<file path="src/hw/rtl/pidaw_pkg.sv">
package pidaw_pkg;

    localparam int DATA_WIDTH_DEF    = 32;
    localparam int FRAC_BITS_DEF     = 16;
    localparam int SAMPLE_PERIOD_RST = 655;
    localparam int CFG_IDX_W         = 3;

    // register map
    typedef enum logic [CFG_IDX_W-1:0] {
        REG_GAIN_P        = 3'd0,
        REG_GAIN_I        = 3'd1,
        REG_GAIN_D        = 3'd2,
        REG_FILTER_TAU    = 3'd3,
        REG_SAMPLE_PERIOD = 3'd4,
        REG_OUT_MIN       = 3'd5,
        REG_OUT_MAX       = 3'd6
    } t_reg_idx;

    // datapath micro-ops
    typedef enum logic [3:0] {
        OP_NONE,
        OP_LOAD,
        OP_PREP,
        OP_PREP2,
        OP_MUL_P,
        OP_MUL_KI,
        OP_MUL_A,
        OP_MUL_B,
        OP_MUL_T,
        OP_NUM,
        OP_DIV,
        OP_CLAMP,
        OP_DERIV,
        OP_OUT
    } t_op;

    typedef enum logic [3:0] {
        S_IDLE,
        S_PREP,
        S_PREP2,
        S_MUL_P,
        S_MUL_KI,
        S_MUL_A,
        S_MUL_B,
        S_MUL_T,
        S_NUM,
        S_DIV,
        S_CLAMP,
        S_WAIT,
        S_DERIV,
        S_OUT
    } t_state;

    typedef struct packed {
        t_op op;
    } t_cmd;

    typedef struct packed {
        logic div_busy;
    } t_sts;

endpackage

</file>
<file path="src/hw/rtl/pidaw_ctrl.sv">
module pidaw_ctrl (
    input  logic            i_clk,
    input  logic            i_rst_n,
    input  logic            i_in_valid,
    output logic            o_in_ready,
    output logic            o_out_valid,
    input  logic            i_out_ready,
    output pidaw_pkg::t_cmd o_cmd,
    input  pidaw_pkg::t_sts i_sts
);

    pidaw_pkg::t_state r_state, n_state;
    logic              r_out_valid, n_out_valid;
    logic              w_out_free;

    // output register can take a new beat
    assign w_out_free = !r_out_valid || i_out_ready;

    always_ff @(posedge i_clk) begin
        if (!i_rst_n) begin
            r_state     <= pidaw_pkg::S_IDLE;
            r_out_valid <= 1'b0;
        end else begin
            r_state     <= n_state;
            r_out_valid <= n_out_valid;
        end
    end

    always_comb begin
        n_state = r_state;
        unique case (r_state)
            pidaw_pkg::S_IDLE:   if (i_in_valid) n_state = pidaw_pkg::S_PREP;
            pidaw_pkg::S_PREP:   n_state = pidaw_pkg::S_PREP2;
            pidaw_pkg::S_PREP2:  n_state = pidaw_pkg::S_MUL_P;
            pidaw_pkg::S_MUL_P:  n_state = pidaw_pkg::S_MUL_KI;
            pidaw_pkg::S_MUL_KI: n_state = pidaw_pkg::S_MUL_A;
            pidaw_pkg::S_MUL_A:  n_state = pidaw_pkg::S_MUL_B;
            pidaw_pkg::S_MUL_B:  n_state = pidaw_pkg::S_MUL_T;
            pidaw_pkg::S_MUL_T:  n_state = pidaw_pkg::S_NUM;
            pidaw_pkg::S_NUM:    n_state = pidaw_pkg::S_DIV;
            pidaw_pkg::S_DIV:    n_state = pidaw_pkg::S_CLAMP;
            pidaw_pkg::S_CLAMP:  n_state = pidaw_pkg::S_WAIT;
            pidaw_pkg::S_WAIT:   if (!i_sts.div_busy) n_state = pidaw_pkg::S_DERIV;
            pidaw_pkg::S_DERIV:  n_state = pidaw_pkg::S_OUT;
            pidaw_pkg::S_OUT:    if (w_out_free) n_state = pidaw_pkg::S_IDLE;
            default:             n_state = pidaw_pkg::S_IDLE;
        endcase
    end

    always_comb begin
        o_cmd.op    = pidaw_pkg::OP_NONE;
        n_out_valid = r_out_valid && !i_out_ready;
        unique case (r_state)
            pidaw_pkg::S_IDLE:   if (i_in_valid) o_cmd.op = pidaw_pkg::OP_LOAD;
            pidaw_pkg::S_PREP:   o_cmd.op = pidaw_pkg::OP_PREP;
            pidaw_pkg::S_PREP2:  o_cmd.op = pidaw_pkg::OP_PREP2;
            pidaw_pkg::S_MUL_P:  o_cmd.op = pidaw_pkg::OP_MUL_P;
            pidaw_pkg::S_MUL_KI: o_cmd.op = pidaw_pkg::OP_MUL_KI;
            pidaw_pkg::S_MUL_A:  o_cmd.op = pidaw_pkg::OP_MUL_A;
            pidaw_pkg::S_MUL_B:  o_cmd.op = pidaw_pkg::OP_MUL_B;
            pidaw_pkg::S_MUL_T:  o_cmd.op = pidaw_pkg::OP_MUL_T;
            pidaw_pkg::S_NUM:    o_cmd.op = pidaw_pkg::OP_NUM;
            pidaw_pkg::S_DIV:    o_cmd.op = pidaw_pkg::OP_DIV;
            pidaw_pkg::S_CLAMP:  o_cmd.op = pidaw_pkg::OP_CLAMP;
            pidaw_pkg::S_DERIV:  o_cmd.op = pidaw_pkg::OP_DERIV;
            pidaw_pkg::S_OUT: begin
                if (w_out_free) begin
                    o_cmd.op    = pidaw_pkg::OP_OUT;
                    n_out_valid = 1'b1;
                end
            end
            default: ;
        endcase
    end

    assign o_in_ready  = (r_state == pidaw_pkg::S_IDLE);
    assign o_out_valid = r_out_valid;

endmodule
</file>
<file path="config.mk">
export PLATFORM = sky130hd
export DESIGN_NAME = pidaw_ctrl
export DESIGN_NICKNAME = d
export VERILOG_FILES = /design/src/hw/rtl/pidaw_pkg.sv /design/src/hw/rtl/pidaw_ctrl.sv
export SDC_FILE = /design/constraint.sdc
export NUM_CORES = 1
export LEC_CHECK = 0
export BUFFER_PORTS_ARGS = -buffer_cell sky130_fd_sc_hd__buf_2
export CELL_PAD_IN_SITES_DETAIL_PLACEMENT = 1
export CELL_PAD_IN_SITES_GLOBAL_PLACEMENT = 2
export CORE_MARGIN = 2
export CORE_UTILIZATION = 24
export CTS_CLUSTER_SIZE = 28
export DETAILED_ROUTE_END_ITERATION = 8
export GPL_TIMING_DRIVEN = 0
export MAX_ROUTING_LAYER = met4
export PLACE_DENSITY_LB_ADDON = 0.1
export SYNTH_ARGS = -nofsm -noshare
export SYNTH_HDL_FRONTEND = slang
export SYNTH_SLANG_ARGS = --single-unit
</file>
<file path="constraint.sdc">
create_clock -name i_clk -period 1.42 [get_ports i_clk]
set_input_delay 0.071 -clock i_clk [delete_from_list [all_inputs] [get_ports i_clk]]
set_output_delay 0.071 -clock i_clk [all_outputs]
set_load 0.005 [all_outputs]
</file>
==> run metrics, run 1 <==
Die Ht roughly 47 um; First-pass DRT Iterations 3; Initial Util about a quarter; Worst path slowest cell or4_4; Worst Setup Start Kind register; unrepaired setup endpoints after global routing true; die area between 0.002 and 0.0025 mm^2; Syn. warnings 0; CTS root buf clkbuf_4; Netlist Area Pre-Place around 450 um^2; part of the power in combinational logic 61.4%; cts bufs inserted 3; routed wire length about 1.4 mm; Row Count 15; critical path arrival between 1.5 and 2 ns; largest cells by area after synthesis dfxtp_1 (22%), a21o_1 (6.6%), buf_2 (5.5%); crit path launch r_state[3]; leakage power 0.286 nW; Seq/Total Area, Yosys 22.2%; relative slew slack between 70% and 80%; Max Cap Violations 0; cell count after synthesis 59; Post-DRT Antenna Nets 0; IO Count 11; dpl hpwl about 960 um; status finished, final reports clean; ys flop type dfxtp_1; GRT Residual Overflow 0; Reg2Reg Launch Point r_state[3]; DRC 0; Setup CP Type reg2reg; syn_area_per_cell between 7 and 8 um^2; max-slew violations 0; sum of negative setup slack 0 ns; Layout Cells excl Fill 103; family with the most delay on the worst path simple AND/OR/NAND/NOR gates; Via Count around 500; Synth cell types 31; PwrDens approximately 1600 mW/mm^2; Clk pwr share 15.7%; CP Capture Type register; Sw Pwr a little under 400 uW; crit-path max FO 8; CP Cell Sequence or4_4 -> a21o_1 -> a41oi_2; hold path start i_rst_n; dpl cells 94; Post-synth ARST share 0%; clk_lat worst skew between 0.2 and 0.25 ns; Tcrit/Tclk final 97.0%; IO Port Bufs 10; Clock Path Buffers 2; Die Wd ~47 um; min Tclk post-route 1.38 ns; cell taking the most area after synthesis dfxtp_1; critical path required time approximately 1.6 ns; FF+latch count, synth 5; CP bufs+invs 0; n_diodes 0; Max Clock Skew between 0.002 and 0.0025 ns; layout cells sized above 1 a little under half; 1st-iter DRT viols 5; Mapped Nets 64; Clk pin slew, worst setup/hold paths about 0.040 ns; maximum VDD drop between 0.5 and 0.6 mV; vias per cell between 4 and 5; routed length per instance approximately 14 um; # setup viols final 0; Final Hold Fails 0; Final Instance Area between 600 and 700 um^2; Reg power frac around 23%; Sink Count 5; Post-synth EDFFs 0; CP max stage delay between 0.5 and 0.6 ns; total power ~1 mW; Int Pwr ~630 uW; hold_ws 0.100 ns; nets@finish 84; Max Fclk a little over 700 MHz; Net Sw Frac 38.7%; first-pass GRT wire length approximately 2.1 mm; Worst-Margin Slew roughly 0.32 ns; Layout area overhead 46.3%; pin count of the biggest net entering global routing 11; core area roughly 0.0017 mm^2; dpl cell area roughly 530 um^2; Synth top area share between 20% and 30%; All-Layer GR Usage between 10 and 15%; CTS H-tree depth 1; vias in the first global route 441; CTS tree built; GPL Wtd Cong around 0.75; Worst Hold Class in2reg; initial antenna violation count 0
-- per-layer routing --
metal	wire (um)	vias to the layer above	GRT usage, %
li1	-	259	-
met1	682	243	19.7
met2	689	6	20.8
met3	27	0	4.62
met4	0	0	0
met5	0	-	-
-- power by group through the flow --
stage	Sequential, mW	Combinational, mW	Clock, mW
2_1_floorplan	0.178	0.368	0
3_3_place_gp	0.179	0.508	0
3_5_place_dp	0.180	0.511	0
4_1_cts	0.204	0.526	0.170
5_1_grt	0.239	0.691	0.179
6_report	0.235	0.631	0.161
-- layout by cell type, fill, tap and decap left out, drive strengths merged --
cell type,synthesis,layout
a2111oi,1,1
a32o,1,1
a22oi,1,1
nand4b,2,2
nor4,1,1
a21o,4,4
nor2b,2,2
nand4,1,1
a31oi,3,3
a41oi,1,1
a221oi,1,1
or3,1,1
inv,4,4
or4,1,1
o311ai,1,1
mux2i,1,1
a21oi,4,4
nor3,1,1
a311oi,1,1
xnor2,1,1
nand2,2,2
a2bb2oi,1,1
o21ai,3,3
clkbuf,1,4
dfxtp,5,5
nand2b,4,4
buf,7,23
nor2,3,3
-- path summary, 6_finish.rpt --
path	to	slack (ns)	depth (start not counted)
max reg2reg	r_state[3]	0.04	3
min	o_out_valid	0.10	3
max	r_state[3]	0.04	3
min reg2reg	r_state[3]	0.60	2
-- cells by family (layout without fill, tap and decap cells) --
group | after synthesis | in the layout | synth area share [%]
AO/OA/AOI/OAI | 22 | 22 | 36.6
XOR/XNOR | 1 | 1 | 1.94
buffers and inverters | 12 | 31 | 13.0
flip-flops | 5 | 5 | 22.2
multiplexers | 1 | 1 | 2.22
AND/OR/NAND/NOR | 18 | 18 | 24.1
-- worst reg2reg max path: cells and delay by family (launching register included) --
kind	cells	cell delay (ns)
and+or+nand+nor	1	0.52
DFF	1	0.37
AOI/OAI and AO/OA	2	0.41
-- cell type report --
type | count | area [um^2]
Multi-Input combinational cell | 42 | 313
Inverter | 4 | 17.5
Fill cell | 220 | 1080
Tap cell | 25 | 31.3
Sequential cell | 5 | 106
Buffer | 6 | 63.8
Clock buffer | 4 | 26.3
Timing Repair Buffer | 17 | 103
-- synthesized netlist by cell type (2+ instances only) --
cell      n
buf_2     5
a21o_1    4
inv_1     4
nor2b_1   2
nand4b_1  2
nor2_1    3
nand2_1   2
dfxtp_1   5
a21oi_1   3
nand2b_1  4
a31oi_1   3
o21ai_0   3
-- sequential cells by signal, indices dropped and copies added, names as in the netlist --
| name | cells |
|---|---|
| r_state | 4 |
| o_out_valid | 1 |
-- stage by stage --
stage               setup WS (ns)  util (%)
floorplan                  0.0955         -
global placement          -0.0183      30.5
detailed placement        -0.0529      30.5
CTS                       0.00476      33.2
global route              -0.0371      37.8
finish                     0.0431      37.8
-- repair_timing --
action / CTS / global route
hold buffers: 0 / 0
pin swaps: 1 / 4
buffers inserted: 0 / 7
gates resized for setup: 12 / 14
setup endpoints to repair: 6 / 4
Power figures use the tool's default switching activity.
==> inputs of run 2 (changes only) <==
--- a/config.mk
+++ b/config.mk
@@ -8,6 +8,7 @@
 export BUFFER_PORTS_ARGS = -buffer_cell sky130_fd_sc_hd__buf_2
 export CELL_PAD_IN_SITES_DETAIL_PLACEMENT = 1
 export CELL_PAD_IN_SITES_GLOBAL_PLACEMENT = 2
+export CORE_ASPECT_RATIO = 1.25
 export CORE_MARGIN = 2
 export CORE_UTILIZATION = 24
 export CTS_CLUSTER_SIZE = 28
@@ -15,6 +16,7 @@
 export GPL_TIMING_DRIVEN = 0
 export MAX_ROUTING_LAYER = met4
 export PLACE_DENSITY_LB_ADDON = 0.1
+export RECOVER_POWER = 50
 export SYNTH_ARGS = -nofsm -noshare
 export SYNTH_HDL_FRONTEND = slang
 export SYNTH_SLANG_ARGS = --single-unit
==> run 2 against run 1 <==
Net effect:
- clock power hardly changed
- register-to-register slack about the same
- power down 0.60%
- worst hold slack better by 0.0094 ns
- critical path depth rose by 2
- critical endpoint is now o_cmd[0]
==> run metrics, run 2 (synthesized netlist as in run 1, its figures left out) <==
Die Ht 52.5 um (was 47.4 um); vias per cell 5.26 (was 4.93); Max Used Layer met4 (was met3); Max Fclk 726 MHz (about the same); Layout area overhead 43.5% (was 46.3%); routed length per instance 16.2 um (was 13.6 um); crit-path max FO 10 (was 8); min Tclk post-route 1.38 ns (about the same); core area 0.00177 mm^2 (was 0.00175 mm^2); IO Port Bufs 10 (unchanged); Clock Path Buffers 2 (unchanged); DRC 0 (unchanged); unrepaired setup endpoints after global routing true (unchanged); Post-DRT Antenna Nets 0 (unchanged); CTS root buf clkbuf_4 (unchanged); n_diodes 0 (unchanged); Int Pwr 620 uW (was 629 uW); CTS tree built (unchanged); Max Clock Skew 0.00320 ns (was 0.00209 ns); Endpoint, Worst Hold o_out_valid (unchanged); crit path launch r_state[2] (was r_state[3]); maximum VDD drop 0.526 mV (was 0.592 mV); hold path start i_rst_n (unchanged); Sink Count 5 (unchanged); Max Cap Violations 0 (unchanged); GPL Wtd Cong 0.717 (was 0.748); critical path required time 1.35 ns (was 1.57 ns); Layout fillers 225 (was 220); pre-CTS WS -0.109 ns (was -0.0529 ns); IO Count 11 (unchanged); Reg power frac 19.7% (was 22.9%); First-pass DRT Iterations 4 (was 3); post-layout util 36.7% (was 37.8%); Die Wd 42.8 um (was 47.4 um); cts bufs inserted 3 (unchanged); Routed met1 length 704 um (was 682 um); vias in the first global route 500 (was 441); dpl cell area 526 um^2 (was 533 um^2); hold_ws 0.109 ns (was 0.100 ns); Worst-Margin Slew 0.326 ns (was 0.321 ns); commonest non-fill, non-tap cell in the layout buf_2 (unchanged); Via Count 489 (was 508); Reg2Reg Launch Point r_state[0] (was r_state[3]); pin count of the biggest net entering global routing 11 (unchanged); PwrDens 1570 mW/mm^2 (was 1550 mW/mm^2); worst reg-to-reg setup slack 0.04 ns (about the same); GRT Residual Overflow 0 (unchanged); total power 1.02 mW (was 1.03 mW); Final Instance Area 648 um^2 (was 661 um^2); critical path arrival 1.31 ns (was 1.53 ns); status finished, final reports clean (unchanged); Worst Hold Class in2reg (unchanged); Final Hold Fails 0 (unchanged); WL met2 741 um (was 689 um); leakage power 0.285 nW (was 0.286 nW); # setup viols final 0 (unchanged); max-slew violations 0 (unchanged); All-Layer GR Usage 14.8% (was 14.1%); Worst Setup Start Kind register (unchanged); Row Count 17 (was 15); clk_lat worst skew 0.24 ns (about the same); 1st-iter DRT viols 8 (was 5); end of the worst register-to-register path r_state[3] (unchanged); metal3 WL 37 um (was 27 um); Top reg by flops r_state (unchanged); CTS H-tree depth 1 (unchanged); layout cells sized above 1 40.5% (was 47.4%); initial antenna violation count 0 (unchanged); routed wire length 1.51 mm (was 1.40 mm); die area 0.00225 mm^2 (was 0.00224 mm^2); Sw Pwr 400 uW (was 397 uW); max reg flops 4 (unchanged); Layout Cells excl Fill 93 (was 103); sum of negative setup slack 0 ns (unchanged); Reg2Reg Depth 4 (was 3); nets@finish 80 (was 84); Setup CP Type reg2out (was reg2reg); Post-CTS Hold Buffers 0 (unchanged); Tcrit/Tclk final 97.0% (about the same); dpl hpwl 1.00 mm (was 958 um); CP Capture Type primary output (was register); Clk pwr share 16.0% (was 15.7%); Worst Hold Depth 3 (unchanged); commonest non-fill, non-tap cells in the layout buf_2 (10), buf_6 (4), a21o_1 (4), nand2b_1 (4), dfxtp_1 (4) (was buf_2 (10), buf_4 (9), a21o_1 (4), nand2b_1 (4)); Final Worst Setup Slack 0.0422 ns (was 0.0431 ns); first-pass GRT wire length 2.35 mm (was 2.11 mm); part of the power in combinational logic 64.4% (was 61.4%); Initial Util 25.6% (was 25.9%); relative slew slack 78.2% (was 78.6%); dpl cells 88 (was 94); Net Sw Frac 39.2% (was 38.7%); Clk pin slew, worst setup/hold paths 0.04 ns (about the same)
[run 2: cell count changes in the layout (fill, tap and decap cells not counted), sizes merged]
cell	change
buf	-5
clkbuf	+1
[run 2: what timing repair did]
action,in CTS,in global routing
resized for setup,15,13
pin swaps,0,2
setup buffers,0,1
cloned,0,1
setup endpoints to repair,4,4
[run 2: layout make-up]
cell class	count	area (um^2)	share of cell area, %
inverters	4	17.5	2.70
multi-input cells	42	312	48.1
plain buffers	7	82.6	12.7
well taps	19	23.8	3.67
clock buffers	4	26.3	4.05
repair buffers	12	82.6	12.7
flip-flops and latches	5	104	16.0
[run 2: worst max-delay path by stage]
stage | end
floorplan | r_state[3]
global placement | o_cmd[2]
detailed placement | o_cmd[2]
CTS | o_cmd[2]
global route | o_cmd[0]
finish | o_cmd[0]
[run 2: power groups by stage]
stage	logic, mW	registers (mW)	clock network [mW]
3_5_place_dp	0.516	0.180	0
3_3_place_gp	0.519	0.179	0
5_1_grt	0.711	0.206	0.180
2_1_floorplan	0.368	0.178	0
6_report	0.657	0.201	0.163
4_1_cts	0.552	0.202	0.172
[run 2: metal layers]
layer	GRT usage [%]	vias up
li1	-	251
met1	18.0	229
met2	23.5	7
met3	1.03	2
met4	9.38	0
met5	-	-
[run 2: worst max-delay path, cell delays in order, from the launching register on]
cell and delay (ns):
dfxtp_1 0.29, buf_4 0.16, buf_6 0.14, o311ai_2 0.24, o21ai_1 0.10, buf_2 0.13
==> inputs of run 3 (changes only) <==
--- a/config.mk
+++ b/config.mk
@@ -15,7 +15,7 @@
 export DETAILED_ROUTE_END_ITERATION = 8
 export GPL_TIMING_DRIVEN = 0
 export MAX_ROUTING_LAYER = met4
-export PLACE_DENSITY_LB_ADDON = 0.1
+export PLACE_DENSITY_LB_ADDON = 0.05
 export RECOVER_POWER = 50
 export SYNTH_ARGS = -nofsm -noshare
 export SYNTH_HDL_FRONTEND = slang
==> run 3 against run 2 <==
Net effect:
- utilization up 1.3 points
- flip-flop and latch count unchanged
- power up 3.7%
- non-clock buffer count up 3
- via count up 2.9%
- final cell count up 3.2%
- critical path type is now reg2reg
==> run metrics, run 3 (synthesized netlist as in run 1, its figures left out) <==
Post-CTS Hold Buffers 0 (unchanged); commonest non-fill, non-tap cells in the layout buf_2 (10), buf_4 (4), buf_8 (4), a21o_1 (4), nand2b_1 (4) (was buf_2 (10), buf_6 (4), a21o_1 (4), nand2b_1 (4), dfxtp_1 (4)); Initial Util 25.6% (unchanged); sum of negative setup slack 0 ns (unchanged); CTS root buf clkbuf_4 (unchanged); First-pass DRT Iterations 4 (unchanged); Worst Hold Class in2reg (unchanged); Via Count 503 (was 489); Clk pin slew, worst setup/hold paths 0.04 ns (about the same); die area 0.00225 mm^2 (unchanged); critical path required time 1.57 ns (was 1.35 ns); Reg2Reg Launch Point r_state[0] (unchanged); Worst-Margin Slew 0.321 ns (was 0.326 ns); unrepaired setup endpoints after global routing true (unchanged); Reg2Reg Depth 4 (unchanged); Layout area overhead 48.8% (was 43.5%); max reg flops 4 (unchanged); GPL Wtd Cong 0.725 (was 0.717); Setup CP Type reg2reg (was reg2out); Reg power frac 19.3% (was 19.7%); part of the power in combinational logic 65.7% (was 64.4%); worst reg-to-reg setup slack 0.02 ns (was 0.04 ns); max-slew violations 0 (unchanged); critical path arrival 1.55 ns (was 1.31 ns); total power 1.06 mW (was 1.02 mW); Max Clock Skew 0.00183 ns (was 0.00320 ns); crit-path max FO 9 (was 10); maximum VDD drop 0.596 mV (was 0.526 mV); min Tclk post-route 1.40 ns (was 1.38 ns); Row Count 17 (unchanged); Endpoint, Worst Hold o_out_valid (unchanged); CTS tree built (unchanged); Net Sw Frac 38.0% (was 39.2%); dpl cells 88 (unchanged); CP Capture Type register (was primary output); DRC 0 (unchanged); IO Port Bufs 10 (unchanged); Worst Setup Start Kind register (unchanged); hold path start i_rst_n (unchanged); core area 0.00177 mm^2 (unchanged); Clk pwr share 15.0% (was 16.0%); pin count of the biggest net entering global routing 11 (unchanged); dpl hpwl 965 um (was 1.00 mm); Layout Cells excl Fill 96 (was 93); Clock Path Buffers 2 (unchanged); Worst Hold Depth 3 (unchanged); leakage power 0.302 nW (was 0.285 nW); initial antenna violation count 0 (unchanged); n_diodes 0 (unchanged); PwrDens 1570 mW/mm^2 (about the same); routed length per instance 15.3 um (was 16.2 um); Sw Pwr 402 uW (was 400 uW); Die Ht 52.5 um (unchanged); status finished, final reports clean (unchanged); relative slew slack 78.0% (was 78.2%); # setup viols final 0 (unchanged); clk_lat worst skew 0.23 ns (was 0.24 ns); Sink Count 5 (unchanged); end of the worst register-to-register path r_state[3] (unchanged); GRT Residual Overflow 0 (unchanged); IO Count 11 (unchanged); routed wire length 1.47 mm (was 1.51 mm); Top reg by flops r_state (unchanged); vias per cell 5.24 (was 5.26); Tcrit/Tclk final 98.5% (was 97.0%); Int Pwr 656 uW (was 620 uW); layout cells sized above 1 44.2% (was 40.5%); Post-DRT Antenna Nets 0 (unchanged); post-layout util 38.1% (was 36.7%); CTS H-tree depth 1 (unchanged); Die Wd 42.8 um (unchanged); Max Cap Violations 0 (unchanged); commonest non-fill, non-tap cell in the layout buf_2 (unchanged); cts bufs inserted 3 (unchanged); Max Fclk 715 MHz (was 726 MHz); All-Layer GR Usage 14.9% (was 14.8%); first-pass GRT wire length 2.44 mm (was 2.35 mm); 1st-iter DRT viols 7 (was 8); Final Hold Fails 0 (unchanged); vias in the first global route 523 (was 500); nets@finish 83 (was 80)
[run 3: through the flow]
stage / hold WS [ns] / worst slack, ns / cell area [um^2]
after CTS: 0.0804 / 0.00491 / 592
after global routing: 0.107 / -0.00676 / 672
after global placement: 0.332 / -0.0781 / 526
after floorplan: 0.219 / 0.0955 / 452
final: 0.0852 / 0.0207 / 672
after detailed placement: 0.338 / -0.118 / 526
[run 3: critical path, stage by stage (launching register included)]
cell and delay [ns]:
dfxtp_2 0.31, buf_6 0.13, or4_4 0.54, a21o_1 0.21, a41oi_2 0.13
[run 3: per-layer routing]
layer / global-route usage [%] / vias up / part of all wire, %
met3: 3.10 / 0 / 2.2
met4: 7.81 / 0 / 0
met1: 16.9 / 239 / 44
met5: - / - / 0
li1: - / 257 / -
met2: 24.5 / 7 / 54
[run 3: how the worst max path moves through the flow]
stage                          start    endpoint  cells past startpoint
after global routing      r_state[0]  r_state[3]                      4
after floorplan           r_state[0]  r_state[3]                      4
final                     r_state[0]  r_state[3]                      4
after CTS                 r_state[3]    o_cmd[2]                      5
after detailed placement  r_state[3]    o_cmd[2]                      6
after global placement    r_state[3]    o_cmd[2]                      6
[run 3: area by class of cell]
type / instances / area, um^2
buffer: 7 / 90.1
clock buffer: 4 / 26.3
sequential: 5 / 106
inverter: 4 / 15.0
fill: 225 / 1090
tap: 19 / 23.8
multi-input combinational: 42 / 308
timing repair buffer: 15 / 103
[run 3: timing repair]
item                                    CTS  global route
pin swaps                                 1             2
gates cloned                              0             2
resized for setup                        14            17
endpoints found under the setup margin    4             2
buffers inserted                          2             1
[run 3: power groups by stage]
| stage | registers (mW) | clock network (mW) | logic [mW] |
|---|---|---|---|
| after global placement | 0.180 | 0 | 0.519 |
| after global routing | 0.210 | 0.176 | 0.766 |
| final | 0.204 | 0.159 | 0.695 |
| after floorplan | 0.178 | 0 | 0.368 |
| after CTS | 0.194 | 0.167 | 0.572 |
| after detailed placement | 0.180 | 0 | 0.511 |
